<file path="config.mk">
export PLATFORM = sky130hd
export DESIGN_NAME = sprite_part_quad_setup_core_flat
export DESIGN_NICKNAME = d
export VERILOG_FILES = /design/src/rtl/core/spqs_pkg.sv /design/src/rtl/core/spqs_part_if.sv /design/src/rtl/core/spqs_quad_if.sv /design/src/rtl/core/spqs_cfg_if.sv /design/src/rtl/core/spqs_trim.sv /design/src/rtl/core/spqs_place.sv /design/src/rtl/core/spqs_edge.sv /design/src/rtl/core/sprite_part_quad_setup_core.sv /design/src/flat_wrapper.sv
export SDC_FILE = /design/constraint.sdc
export NUM_CORES = 1
export LEC_CHECK = 0
export ABC_AREA = 0
export BUFFER_PORTS_ARGS = -buffer_cell sky130_fd_sc_hd__buf_2
export CAP_MARGIN = 30
export CELL_PAD_IN_SITES_DETAIL_PLACEMENT = 1
export CELL_PAD_IN_SITES_GLOBAL_PLACEMENT = 1
export CORE_ASPECT_RATIO = 0.5
export CORE_MARGIN = 2
export CORE_UTILIZATION = 40
export DETAILED_ROUTE_END_ITERATION = 6
export HOLD_SLACK_MARGIN = 0.03
export PLACE_DENSITY_LB_ADDON = 0.1
export SYNTH_ARGS = -nofsm -noshare
export SYNTH_HDL_FRONTEND = slang
export SYNTH_SLANG_ARGS = --single-unit
export TNS_END_PERCENT = 1
</file>
<file path="constraint.sdc">
create_clock -name clk -period 21.3 [get_ports clk]
set_clock_uncertainty 0.05 [all_clocks]
set_input_delay 2.13 -clock clk [delete_from_list [all_inputs] [get_ports clk]]
set_output_delay 2.13 -clock clk [all_outputs]
set_load 0.005 [all_outputs]
</file>
<file path="src/rtl/core/spqs_pkg.sv">
// Shared types and constants for the sprite part quad setup block.
package spqs_pkg;

  localparam int unsigned CFG_IDX_W  = 3;
  localparam int unsigned CFG_DATA_W = 16;

  typedef enum logic [CFG_IDX_W-1:0] {
    REG_OBJECT_X     = 3'd0,
    REG_OBJECT_Y     = 3'd1,
    REG_FACING_LEFT  = 3'd2,
    REG_PALETTE_BASE = 3'd3,
    REG_DEPTH_BASE   = 3'd4
  } cfg_reg_e;

  // part_flags bit positions
  localparam int unsigned FLAG_VFLIP       = 0;
  localparam int unsigned FLAG_HMIRROR     = 1;
  localparam int unsigned FLAG_TRIM_RIGHT  = 2;
  localparam int unsigned FLAG_TRIM_BOTTOM = 3;
  localparam int unsigned FLAG_TRIM_LEFT   = 4;
  localparam int unsigned FLAG_TRIM_TOP    = 5;

  typedef struct packed {
    logic signed [15:0] object_x;
    logic signed [15:0] object_y;
    logic               facing_left;
    logic [15:0]        palette_base;
    logic [15:0]        depth_base;
  } cfg_t;

  typedef struct packed {
    logic [5:0]         part_flags;
    logic signed [15:0] offset_x;
    logic signed [15:0] offset_y;
    logic signed [15:0] part_width;
    logic signed [15:0] part_height;
    logic [15:0]        palette_offset;
    logic [7:0]         tex_left;
    logic [7:0]         tex_top;
    logic [7:0]         tex_right;
    logic [7:0]         tex_bottom;
  } part_t;

  // after trimming
  typedef struct packed {
    logic               vflip;
    logic               hmir;
    logic [15:0]        dx;
    logic [15:0]        dy;
    logic [15:0]        w;
    logic [15:0]        h;
    logic [15:0]        poff;
    logic [7:0]         u0;
    logic [7:0]         u1;
    logic [7:0]         v0;
    logic [7:0]         v1;
  } trim_t;

  // after placement relative to the object
  typedef struct packed {
    logic               vflip;
    logic               xflip;
    logic               facing;
    logic [15:0]        x;
    logic [15:0]        y;
    logic [15:0]        w;
    logic [15:0]        h;
    logic [15:0]        poff;
    logic [7:0]         u0;
    logic [7:0]         u1;
    logic [7:0]         v0;
    logic [7:0]         v1;
  } place_t;

  typedef struct packed {
    logic signed [15:0] quad_left;
    logic signed [15:0] quad_right;
    logic signed [15:0] quad_top;
    logic signed [15:0] quad_bottom;
    logic [7:0]         uv_u_first;
    logic [7:0]         uv_u_second;
    logic [7:0]         uv_v_first;
    logic [7:0]         uv_v_second;
    logic [15:0]        palette_out;
    logic [15:0]        priority_out;
  } quad_t;

endpackage

</file>
<file path="src/rtl/core/spqs_part_if.sv">
// Input channel carrying one sprite part.
interface spqs_part_if;
  logic               valid;
  logic               ready;
  logic [5:0]         part_flags;
  logic signed [15:0] offset_x;
  logic signed [15:0] offset_y;
  logic signed [15:0] part_width;
  logic signed [15:0] part_height;
  logic [15:0]        palette_offset;
  logic [7:0]         tex_left;
  logic [7:0]         tex_top;
  logic [7:0]         tex_right;
  logic [7:0]         tex_bottom;

  modport source (
    output valid, part_flags, offset_x, offset_y, part_width, part_height,
           palette_offset, tex_left, tex_top, tex_right, tex_bottom,
    input  ready
  );
  modport sink (
    input  valid, part_flags, offset_x, offset_y, part_width, part_height,
           palette_offset, tex_left, tex_top, tex_right, tex_bottom,
    output ready
  );
endinterface

</file>
<file path="src/rtl/core/spqs_quad_if.sv">
// Output channel carrying one screen quad.
interface spqs_quad_if;
  logic               valid;
  logic               ready;
  logic signed [15:0] quad_left;
  logic signed [15:0] quad_right;
  logic signed [15:0] quad_top;
  logic signed [15:0] quad_bottom;
  logic [7:0]         uv_u_first;
  logic [7:0]         uv_u_second;
  logic [7:0]         uv_v_first;
  logic [7:0]         uv_v_second;
  logic [15:0]        palette_out;
  logic [15:0]        priority_out;

  modport source (
    output valid, quad_left, quad_right, quad_top, quad_bottom, uv_u_first,
           uv_u_second, uv_v_first, uv_v_second, palette_out, priority_out,
    input  ready
  );
  modport sink (
    input  valid, quad_left, quad_right, quad_top, quad_bottom, uv_u_first,
           uv_u_second, uv_v_first, uv_v_second, palette_out, priority_out,
    output ready
  );
endinterface

</file>
<file path="src/rtl/core/spqs_cfg_if.sv">
// Register write channel.
interface spqs_cfg_if;
  logic                             valid;
  logic                             ready;
  logic [spqs_pkg::CFG_IDX_W-1:0]   index;
  logic [spqs_pkg::CFG_DATA_W-1:0]  data;

  modport source (output valid, index, data, input ready);
  modport sink (input valid, index, data, output ready);
endinterface

</file>
<file path="src/rtl/core/spqs_trim.sv">
// Stage 1: trims size, offset and texture edges by the part flags.
module spqs_trim (
  input  logic            clk,
  input  logic            rst,
  input  logic            in_valid,
  output logic            in_ready,
  input  spqs_pkg::part_t in_data,
  output logic            out_valid,
  input  logic            out_ready,
  output spqs_pkg::trim_t out_data
);

  spqs_pkg::trim_t trim_next;
  logic vflip, hmir, tr, tb, tl, tt;

  assign vflip = in_data.part_flags[spqs_pkg::FLAG_VFLIP];
  assign hmir  = in_data.part_flags[spqs_pkg::FLAG_HMIRROR];
  assign tr    = in_data.part_flags[spqs_pkg::FLAG_TRIM_RIGHT];
  assign tb    = in_data.part_flags[spqs_pkg::FLAG_TRIM_BOTTOM];
  assign tl    = in_data.part_flags[spqs_pkg::FLAG_TRIM_LEFT];
  assign tt    = in_data.part_flags[spqs_pkg::FLAG_TRIM_TOP];

  always_comb begin
    trim_next.vflip = vflip;
    trim_next.hmir  = hmir;
    trim_next.w     = in_data.part_width - 16'(tr) - 16'(tl);
    trim_next.h     = in_data.part_height - 16'(tb) - 16'(tt);
    // the position moves with whichever trim sits at the mirrored origin
    trim_next.dx    = in_data.offset_x + 16'(tr & hmir) + 16'(tl & ~hmir);
    trim_next.dy    = in_data.offset_y + 16'(tb & vflip) + 16'(tt & ~vflip);
    trim_next.poff  = in_data.palette_offset;
    trim_next.u0    = in_data.tex_left + 8'(tl);
    trim_next.u1    = in_data.tex_right - 8'(tr);
    trim_next.v0    = in_data.tex_top + 8'(tt);
    trim_next.v1    = in_data.tex_bottom - 8'(tb);
  end

  assign in_ready = ~out_valid | out_ready;

  always_ff @(posedge clk) begin
    if (rst) begin
      out_valid <= 1'b0;
    end else if (in_ready) begin
      out_valid <= in_valid;
    end
  end

  always_ff @(posedge clk) begin
    if (in_ready && in_valid) begin
      out_data <= trim_next;
    end
  end

endmodule

</file>
<file path="src/rtl/core/spqs_place.sv">
// Stage 2: places the part relative to the object, mirrored when facing left.
module spqs_place (
  input  logic             clk,
  input  logic             rst,
  input  spqs_pkg::cfg_t   cfg,
  input  logic             in_valid,
  output logic             in_ready,
  input  spqs_pkg::trim_t  in_data,
  output logic             out_valid,
  input  logic             out_ready,
  output spqs_pkg::place_t out_data
);

  spqs_pkg::place_t place_next;

  always_comb begin
    place_next.vflip  = in_data.vflip;
    place_next.xflip  = in_data.hmir | cfg.facing_left;
    place_next.facing = cfg.facing_left;
    place_next.x      = cfg.facing_left ? 16'(cfg.object_x) - in_data.dx
                                        : 16'(cfg.object_x) + in_data.dx;
    place_next.y      = 16'(cfg.object_y) + in_data.dy;
    place_next.w      = in_data.w;
    place_next.h      = in_data.h;
    place_next.poff   = in_data.poff;
    place_next.u0     = in_data.u0;
    place_next.u1     = in_data.u1;
    place_next.v0     = in_data.v0;
    place_next.v1     = in_data.v1;
  end

  assign in_ready = ~out_valid | out_ready;

  always_ff @(posedge clk) begin
    if (rst) begin
      out_valid <= 1'b0;
    end else if (in_ready) begin
      out_valid <= in_valid;
    end
  end

  always_ff @(posedge clk) begin
    if (in_ready && in_valid) begin
      out_data <= place_next;
    end
  end

endmodule

</file>
<file path="src/rtl/core/spqs_edge.sv">
// Stage 3: quad edges, texture flips, palette and priority; output register.
module spqs_edge (
  input  logic             clk,
  input  logic             rst,
  input  spqs_pkg::cfg_t   cfg,
  input  logic             in_valid,
  output logic             in_ready,
  input  spqs_pkg::place_t in_data,
  output logic             out_valid,
  input  logic             out_ready,
  output spqs_pkg::quad_t  out_data
);

  spqs_pkg::quad_t quad_next;

  always_comb begin
    if (in_data.facing) begin
      quad_next.quad_left  = in_data.x - in_data.w + 16'd1;
      quad_next.quad_right = in_data.x + 16'd1;
    end else begin
      quad_next.quad_left  = in_data.x;
      quad_next.quad_right = in_data.x + in_data.w;
    end
    quad_next.quad_top    = in_data.y;
    quad_next.quad_bottom = in_data.y + in_data.h;
    if (in_data.xflip) begin
      quad_next.uv_u_first  = in_data.u1 - 8'd1;
      quad_next.uv_u_second = in_data.u0 - 8'd1;
    end else begin
      quad_next.uv_u_first  = in_data.u0;
      quad_next.uv_u_second = in_data.u1;
    end
    if (in_data.vflip) begin
      quad_next.uv_v_first  = in_data.v1 - 8'd1;
      quad_next.uv_v_second = in_data.v0 - 8'd1;
    end else begin
      quad_next.uv_v_first  = in_data.v0;
      quad_next.uv_v_second = in_data.v1;
    end
    quad_next.palette_out  = cfg.palette_base + in_data.poff;
    quad_next.priority_out = cfg.depth_base + 16'd1;
  end

  assign in_ready = ~out_valid | out_ready;

  always_ff @(posedge clk) begin
    if (rst) begin
      out_valid <= 1'b0;
    end else if (in_ready) begin
      out_valid <= in_valid;
    end
  end

  always_ff @(posedge clk) begin
    if (in_ready && in_valid) begin
      out_data <= quad_next;
    end
  end

endmodule

</file>
<file path="src/rtl/core/sprite_part_quad_setup_core.sv">
// Top level of the sprite part quad setup block.
//
//   channel   modport  role
//   part_in   sink     sprite parts in (valid/ready)
//   quad_out  source   screen quads out (valid/ready)
//   cfg       sink     register writes, always ready
//
// One part per cycle sustained while quad_out.ready stays high. An accepted part
// passes through the trim, place and edge register stages in that order before
// quad_out.valid rises for it.
// Each stage holds one transaction and takes a new one when empty or when
// its downstream side takes the current one, so bubbles close up on a stall.
// Synchronous reset clears the stage valid bits and the object registers to
// zero; stage data is not reset.
module sprite_part_quad_setup_core (
  input  logic           clk,
  input  logic           rst,
  spqs_part_if.sink      part_in,
  spqs_quad_if.source    quad_out,
  spqs_cfg_if.sink       cfg
);

  spqs_pkg::cfg_t   cfg_regs;
  spqs_pkg::part_t  part;
  spqs_pkg::trim_t  trim_data;
  spqs_pkg::place_t place_data;
  spqs_pkg::quad_t  quad;
  logic trim_valid, trim_ready, place_valid, place_ready;

  assign cfg.ready = 1'b1;

  always_ff @(posedge clk) begin
    if (rst) begin
      cfg_regs <= '0;
    end else if (cfg.valid) begin
      unique case (cfg.index)
        spqs_pkg::REG_OBJECT_X:     cfg_regs.object_x     <= cfg.data;
        spqs_pkg::REG_OBJECT_Y:     cfg_regs.object_y     <= cfg.data;
        spqs_pkg::REG_FACING_LEFT:  cfg_regs.facing_left  <= cfg.data[0];
        spqs_pkg::REG_PALETTE_BASE: cfg_regs.palette_base <= cfg.data;
        spqs_pkg::REG_DEPTH_BASE:   cfg_regs.depth_base   <= cfg.data;
        default: ;
      endcase
    end
  end

  always_comb begin
    part.part_flags     = part_in.part_flags;
    part.offset_x       = part_in.offset_x;
    part.offset_y       = part_in.offset_y;
    part.part_width     = part_in.part_width;
    part.part_height    = part_in.part_height;
    part.palette_offset = part_in.palette_offset;
    part.tex_left       = part_in.tex_left;
    part.tex_top        = part_in.tex_top;
    part.tex_right      = part_in.tex_right;
    part.tex_bottom     = part_in.tex_bottom;
  end

  spqs_trim u_trim (
    .clk       (clk),
    .rst       (rst),
    .in_valid  (part_in.valid),
    .in_ready  (part_in.ready),
    .in_data   (part),
    .out_valid (trim_valid),
    .out_ready (trim_ready),
    .out_data  (trim_data)
  );

  spqs_place u_place (
    .clk       (clk),
    .rst       (rst),
    .cfg       (cfg_regs),
    .in_valid  (trim_valid),
    .in_ready  (trim_ready),
    .in_data   (trim_data),
    .out_valid (place_valid),
    .out_ready (place_ready),
    .out_data  (place_data)
  );

  spqs_edge u_edge (
    .clk       (clk),
    .rst       (rst),
    .cfg       (cfg_regs),
    .in_valid  (place_valid),
    .in_ready  (place_ready),
    .in_data   (place_data),
    .out_valid (quad_out.valid),
    .out_ready (quad_out.ready),
    .out_data  (quad)
  );

  assign quad_out.quad_left    = quad.quad_left;
  assign quad_out.quad_right   = quad.quad_right;
  assign quad_out.quad_top     = quad.quad_top;
  assign quad_out.quad_bottom  = quad.quad_bottom;
  assign quad_out.uv_u_first   = quad.uv_u_first;
  assign quad_out.uv_u_second  = quad.uv_u_second;
  assign quad_out.uv_v_first   = quad.uv_v_first;
  assign quad_out.uv_v_second  = quad.uv_v_second;
  assign quad_out.palette_out  = quad.palette_out;
  assign quad_out.priority_out = quad.priority_out;

endmodule

</file>
<file path="src/flat_wrapper.sv">
// flat-port wrapper written by rule: the top's interface ports become plain ports
module sprite_part_quad_setup_core_flat 
  (clk, rst, part_in_valid, part_in_part_flags, part_in_offset_x, part_in_offset_y, part_in_part_width, part_in_part_height, part_in_palette_offset, part_in_tex_left, part_in_tex_top, part_in_tex_right, part_in_tex_bottom, part_in_ready, quad_out_valid, quad_out_quad_left, quad_out_quad_right, quad_out_quad_top, quad_out_quad_bottom, quad_out_uv_u_first, quad_out_uv_u_second, quad_out_uv_v_first, quad_out_uv_v_second, quad_out_palette_out, quad_out_priority_out, quad_out_ready, cfg_valid, cfg_index, cfg_data, cfg_ready);
  spqs_part_if part_in_i ();
  spqs_quad_if quad_out_i ();
  spqs_cfg_if cfg_i ();
  input  logic clk;
  input  logic rst;
  input wire logic [$bits(part_in_i.valid)-1:0] part_in_valid;
  input wire logic [$bits(part_in_i.part_flags)-1:0] part_in_part_flags;
  input wire logic [$bits(part_in_i.offset_x)-1:0] part_in_offset_x;
  input wire logic [$bits(part_in_i.offset_y)-1:0] part_in_offset_y;
  input wire logic [$bits(part_in_i.part_width)-1:0] part_in_part_width;
  input wire logic [$bits(part_in_i.part_height)-1:0] part_in_part_height;
  input wire logic [$bits(part_in_i.palette_offset)-1:0] part_in_palette_offset;
  input wire logic [$bits(part_in_i.tex_left)-1:0] part_in_tex_left;
  input wire logic [$bits(part_in_i.tex_top)-1:0] part_in_tex_top;
  input wire logic [$bits(part_in_i.tex_right)-1:0] part_in_tex_right;
  input wire logic [$bits(part_in_i.tex_bottom)-1:0] part_in_tex_bottom;
  output wire logic [$bits(part_in_i.ready)-1:0] part_in_ready;
  output wire logic [$bits(quad_out_i.valid)-1:0] quad_out_valid;
  output wire logic [$bits(quad_out_i.quad_left)-1:0] quad_out_quad_left;
  output wire logic [$bits(quad_out_i.quad_right)-1:0] quad_out_quad_right;
  output wire logic [$bits(quad_out_i.quad_top)-1:0] quad_out_quad_top;
  output wire logic [$bits(quad_out_i.quad_bottom)-1:0] quad_out_quad_bottom;
  output wire logic [$bits(quad_out_i.uv_u_first)-1:0] quad_out_uv_u_first;
  output wire logic [$bits(quad_out_i.uv_u_second)-1:0] quad_out_uv_u_second;
  output wire logic [$bits(quad_out_i.uv_v_first)-1:0] quad_out_uv_v_first;
  output wire logic [$bits(quad_out_i.uv_v_second)-1:0] quad_out_uv_v_second;
  output wire logic [$bits(quad_out_i.palette_out)-1:0] quad_out_palette_out;
  output wire logic [$bits(quad_out_i.priority_out)-1:0] quad_out_priority_out;
  input wire logic [$bits(quad_out_i.ready)-1:0] quad_out_ready;
  input wire logic [$bits(cfg_i.valid)-1:0] cfg_valid;
  input wire logic [$bits(cfg_i.index)-1:0] cfg_index;
  input wire logic [$bits(cfg_i.data)-1:0] cfg_data;
  output wire logic [$bits(cfg_i.ready)-1:0] cfg_ready;
  assign part_in_i.valid = part_in_valid;
  assign part_in_i.part_flags = part_in_part_flags;
  assign part_in_i.offset_x = part_in_offset_x;
  assign part_in_i.offset_y = part_in_offset_y;
  assign part_in_i.part_width = part_in_part_width;
  assign part_in_i.part_height = part_in_part_height;
  assign part_in_i.palette_offset = part_in_palette_offset;
  assign part_in_i.tex_left = part_in_tex_left;
  assign part_in_i.tex_top = part_in_tex_top;
  assign part_in_i.tex_right = part_in_tex_right;
  assign part_in_i.tex_bottom = part_in_tex_bottom;
  assign part_in_ready = part_in_i.ready;
  assign quad_out_valid = quad_out_i.valid;
  assign quad_out_quad_left = quad_out_i.quad_left;
  assign quad_out_quad_right = quad_out_i.quad_right;
  assign quad_out_quad_top = quad_out_i.quad_top;
  assign quad_out_quad_bottom = quad_out_i.quad_bottom;
  assign quad_out_uv_u_first = quad_out_i.uv_u_first;
  assign quad_out_uv_u_second = quad_out_i.uv_u_second;
  assign quad_out_uv_v_first = quad_out_i.uv_v_first;
  assign quad_out_uv_v_second = quad_out_i.uv_v_second;
  assign quad_out_palette_out = quad_out_i.palette_out;
  assign quad_out_priority_out = quad_out_i.priority_out;
  assign quad_out_i.ready = quad_out_ready;
  assign cfg_i.valid = cfg_valid;
  assign cfg_i.index = cfg_index;
  assign cfg_i.data = cfg_data;
  assign cfg_ready = cfg_i.ready;
  sprite_part_quad_setup_core u_core (.clk(clk), .rst(rst), .part_in(part_in_i), .quad_out(quad_out_i), .cfg(cfg_i));
endmodule
</file>
==> qor.csv <==
metric;value;unit
via/cell ratio;5.01;
clk slew on worst S/H paths;0.06;ns
die height;165;um
grt ovf;0;
syn_nets;2044;
CTS sink count;425;
Detail Route Antenna Nets;0;
RSZ-0062 raised after global routing;false;
final setup TNS;0;ns
final hold viol count;0;
overall routed net length;50.4;mm
FFs w/ async S/R, synth;0;%
setup violators final;0;
Slew headroom;33.7;%
number of enable flip-flop cells after synthesis;357;
synth top area cells;edfxtp_1 (52%), ha_1 (7.5%), dfxtp_1 (6.6%), xnor2_1 (5.5%), a21oi_1 (3.7%);
Mapped Area;20800;um^2
max frequency;0.185;GHz
CP Launch Type;primary input;
clk_lat worst skew;0.55;ns
top cell type's share of synthesized area;51.6;%
total CTS buffers;42;
GP Congestion;0.826;
area grow syn2layout;16.9;%
Slowest-stage cell, CP;nor2b_1;
Final min period;5.40;ns
Pre-antenna DRT Iters;4;
synthesized instance count;1768;
CP Class;in2out;
core box area;50700;um^2
pin count of the biggest net entering global routing;71;
wire length per cell;18.1;um
routed vias;13943;
chip width;326;um
Row Count;58;
Tot Pwr;0.00195;W
Resized cells post-CTS;0;
Seq cells post-synth;425;
max-slew violations;0;
DRT iter0 DRCs;759;
crit path DAT;3.22;ns
fraction of layout cells with a size suffix above 1;17.5;%
Cell Chain, Critical Path;buf_2, nor2b_1, nand3_1, buf_2;
crit path to;part_in_ready;
CP max stage delay;0.63;ns
period utilisation layout;25.3;%
Worst Setup End Kind;output pin;
P per Cell Area;80.2;nW/um^2
I/O Buffers;271;
Worst Setup SP;quad_out_ready;
max-cap viol count;0;
IR Drop Worst-Case VDD;54.2;uV
Req. time, crit path;19.12;ns
vias in the first global route;14408;
most frequent cells in the layout;edfxtp_1 (357), buf_2 (271), nand2_1 (203);
Longest Clk Path Bufs;3;
global-route wire length before repair;79.1;mm
worst r2r path cells;11;
Seq/Total Area, Yosys;58.2;%
full die area;53900;um^2
prevailing post-synth register cell;edfxtp_1;
Reg2Reg Launch Point;u_core.u_place.out_data[112];
DRC violations left;0;
hold_buf cts;0;
most common cell after layout, fill and taps aside;edfxtp_1;
CTS root buf;clkbuf_16;
worst min path class;reg2reg;
post-synthesis cell type count;72;
Total GRT Usage;18.7;%
Avg Cell Area, Syn;11.7;um^2
number of nets in the layout;2331;
Critical R2R Capture;u_core.u_edge.out_data[110];
Critical Path Most Common Cell;buf_2;
Max Fanout on Critical Path;6;
outcome;completed;
post-synth top area cell;edfxtp_1;
Initial Utilization;40.9;%
CTS tree;yes;
initial antenna violation count;6;
worst slew pin tran;0.994;ns
H-tree depth;2;
Detailed Place HPWL;37.2;mm
Post-CTS Setup Inserts;0;
R2R setup slack;17.53;ns
hold_sp;u_core.u_trim.out_data[53];
io pins;273;
YS warnings;0;
Lkg Pwr;9.37;nW
## critical path: cells and delay by family
| kind | cells | cell delay [ns] |
|---|---|---|
| buffers and inverters | 2 | 0.26 |
| and+or+nand+nor | 2 | 0.82 |
## sequential cells by signal, indices dropped and copies added (netlist names)
name and cells:
u_core.u_edge.out_data 128, u_core.u_edge.out_valid 1, u_core.u_place.out_data 115, u_core.u_place.out_valid 1, u_core.cfg_regs 65, u_core.u_trim.out_data 114, u_core.u_trim.out_valid 1
## cells by family after synthesis
kind of cell | share of synthesized area, %
mux | 0.771
other cells | 0.0181
xor+xnor | 8.31
flops | 58.2
buf+inv | 2.37
compound gates | 9.47
fa+ha+maj | 8.44
simple gates | 12.4
## through the flow
step | hold slack [ns] | util [%] | cells | cell area (um^2) | setup WS (ns)
floorplan | 0.350 | - | 1768 | 20800 | 9.95
CTS | 0.364 | 47.8 | 2777 | 24200 | 15.92
detailed placement | 0.356 | 45.2 | 2701 | 22900 | 15.89
global placement | 0.351 | 45.2 | 2700 | 22900 | 15.96
finish | 0.361 | 47.8 | 2782 | 24300 | 15.90
global route | 0.363 | 47.8 | 2782 | 24300 | 15.85
## synth_stat cells, types with 24 or more instances
cell type  instances
nand3_1           37
a21oi_1          153
edfxtp_1         357
xnor2_1          131
dfxtp_1           68
xor2_1            66
inv_1             94
clkbuf_1          33
nand2_1          203
o21ai_0           40
nor2_1           136
ha_1             124
nor3_1            33
and3_1            24
## report_power, final
part / switching (W) / leakage (nW) / internal (W)
registers: 0.0000260 / 3.91 / 0.000963
logic: 0.000131 / 4.83 / 0.0000973
clock network: 0.000326 / 0.639 / 0.000403
## worst min-delay path by stage
stage | endpoint | depth (start not counted)
after floorplan | u_core.u_place.out_data[0] | 0
after global placement | u_core.u_place.out_data[72] | 0
after detailed placement | u_core.u_place.out_data[3] | 0
after CTS | u_core.u_place.out_data[53] | 0
after global routing | u_core.u_place.out_data[4] | 0
final | u_core.u_place.out_data[53] | 0
## layout make-up
type / instances / area [um^2]
antenna: 5 / 12.5
inverter: 94 / 353
sequential: 425 / 12100
multi-input combinational: 1213 / 8220
fill: 5442 / 26500
tap: 690 / 863
timing repair buffer: 279 / 1420
clock buffer: 54 / 1140
clock inverter: 22 / 171
## layer usage
metal,GRT usage (%),part of all wire (%)
met1,24.3,46
met2,32.6,48
met3,3.39,3.6
met4,4.23,1.8
met5,0,0.022
Note: power is estimated with default switching activity, not from simulation.
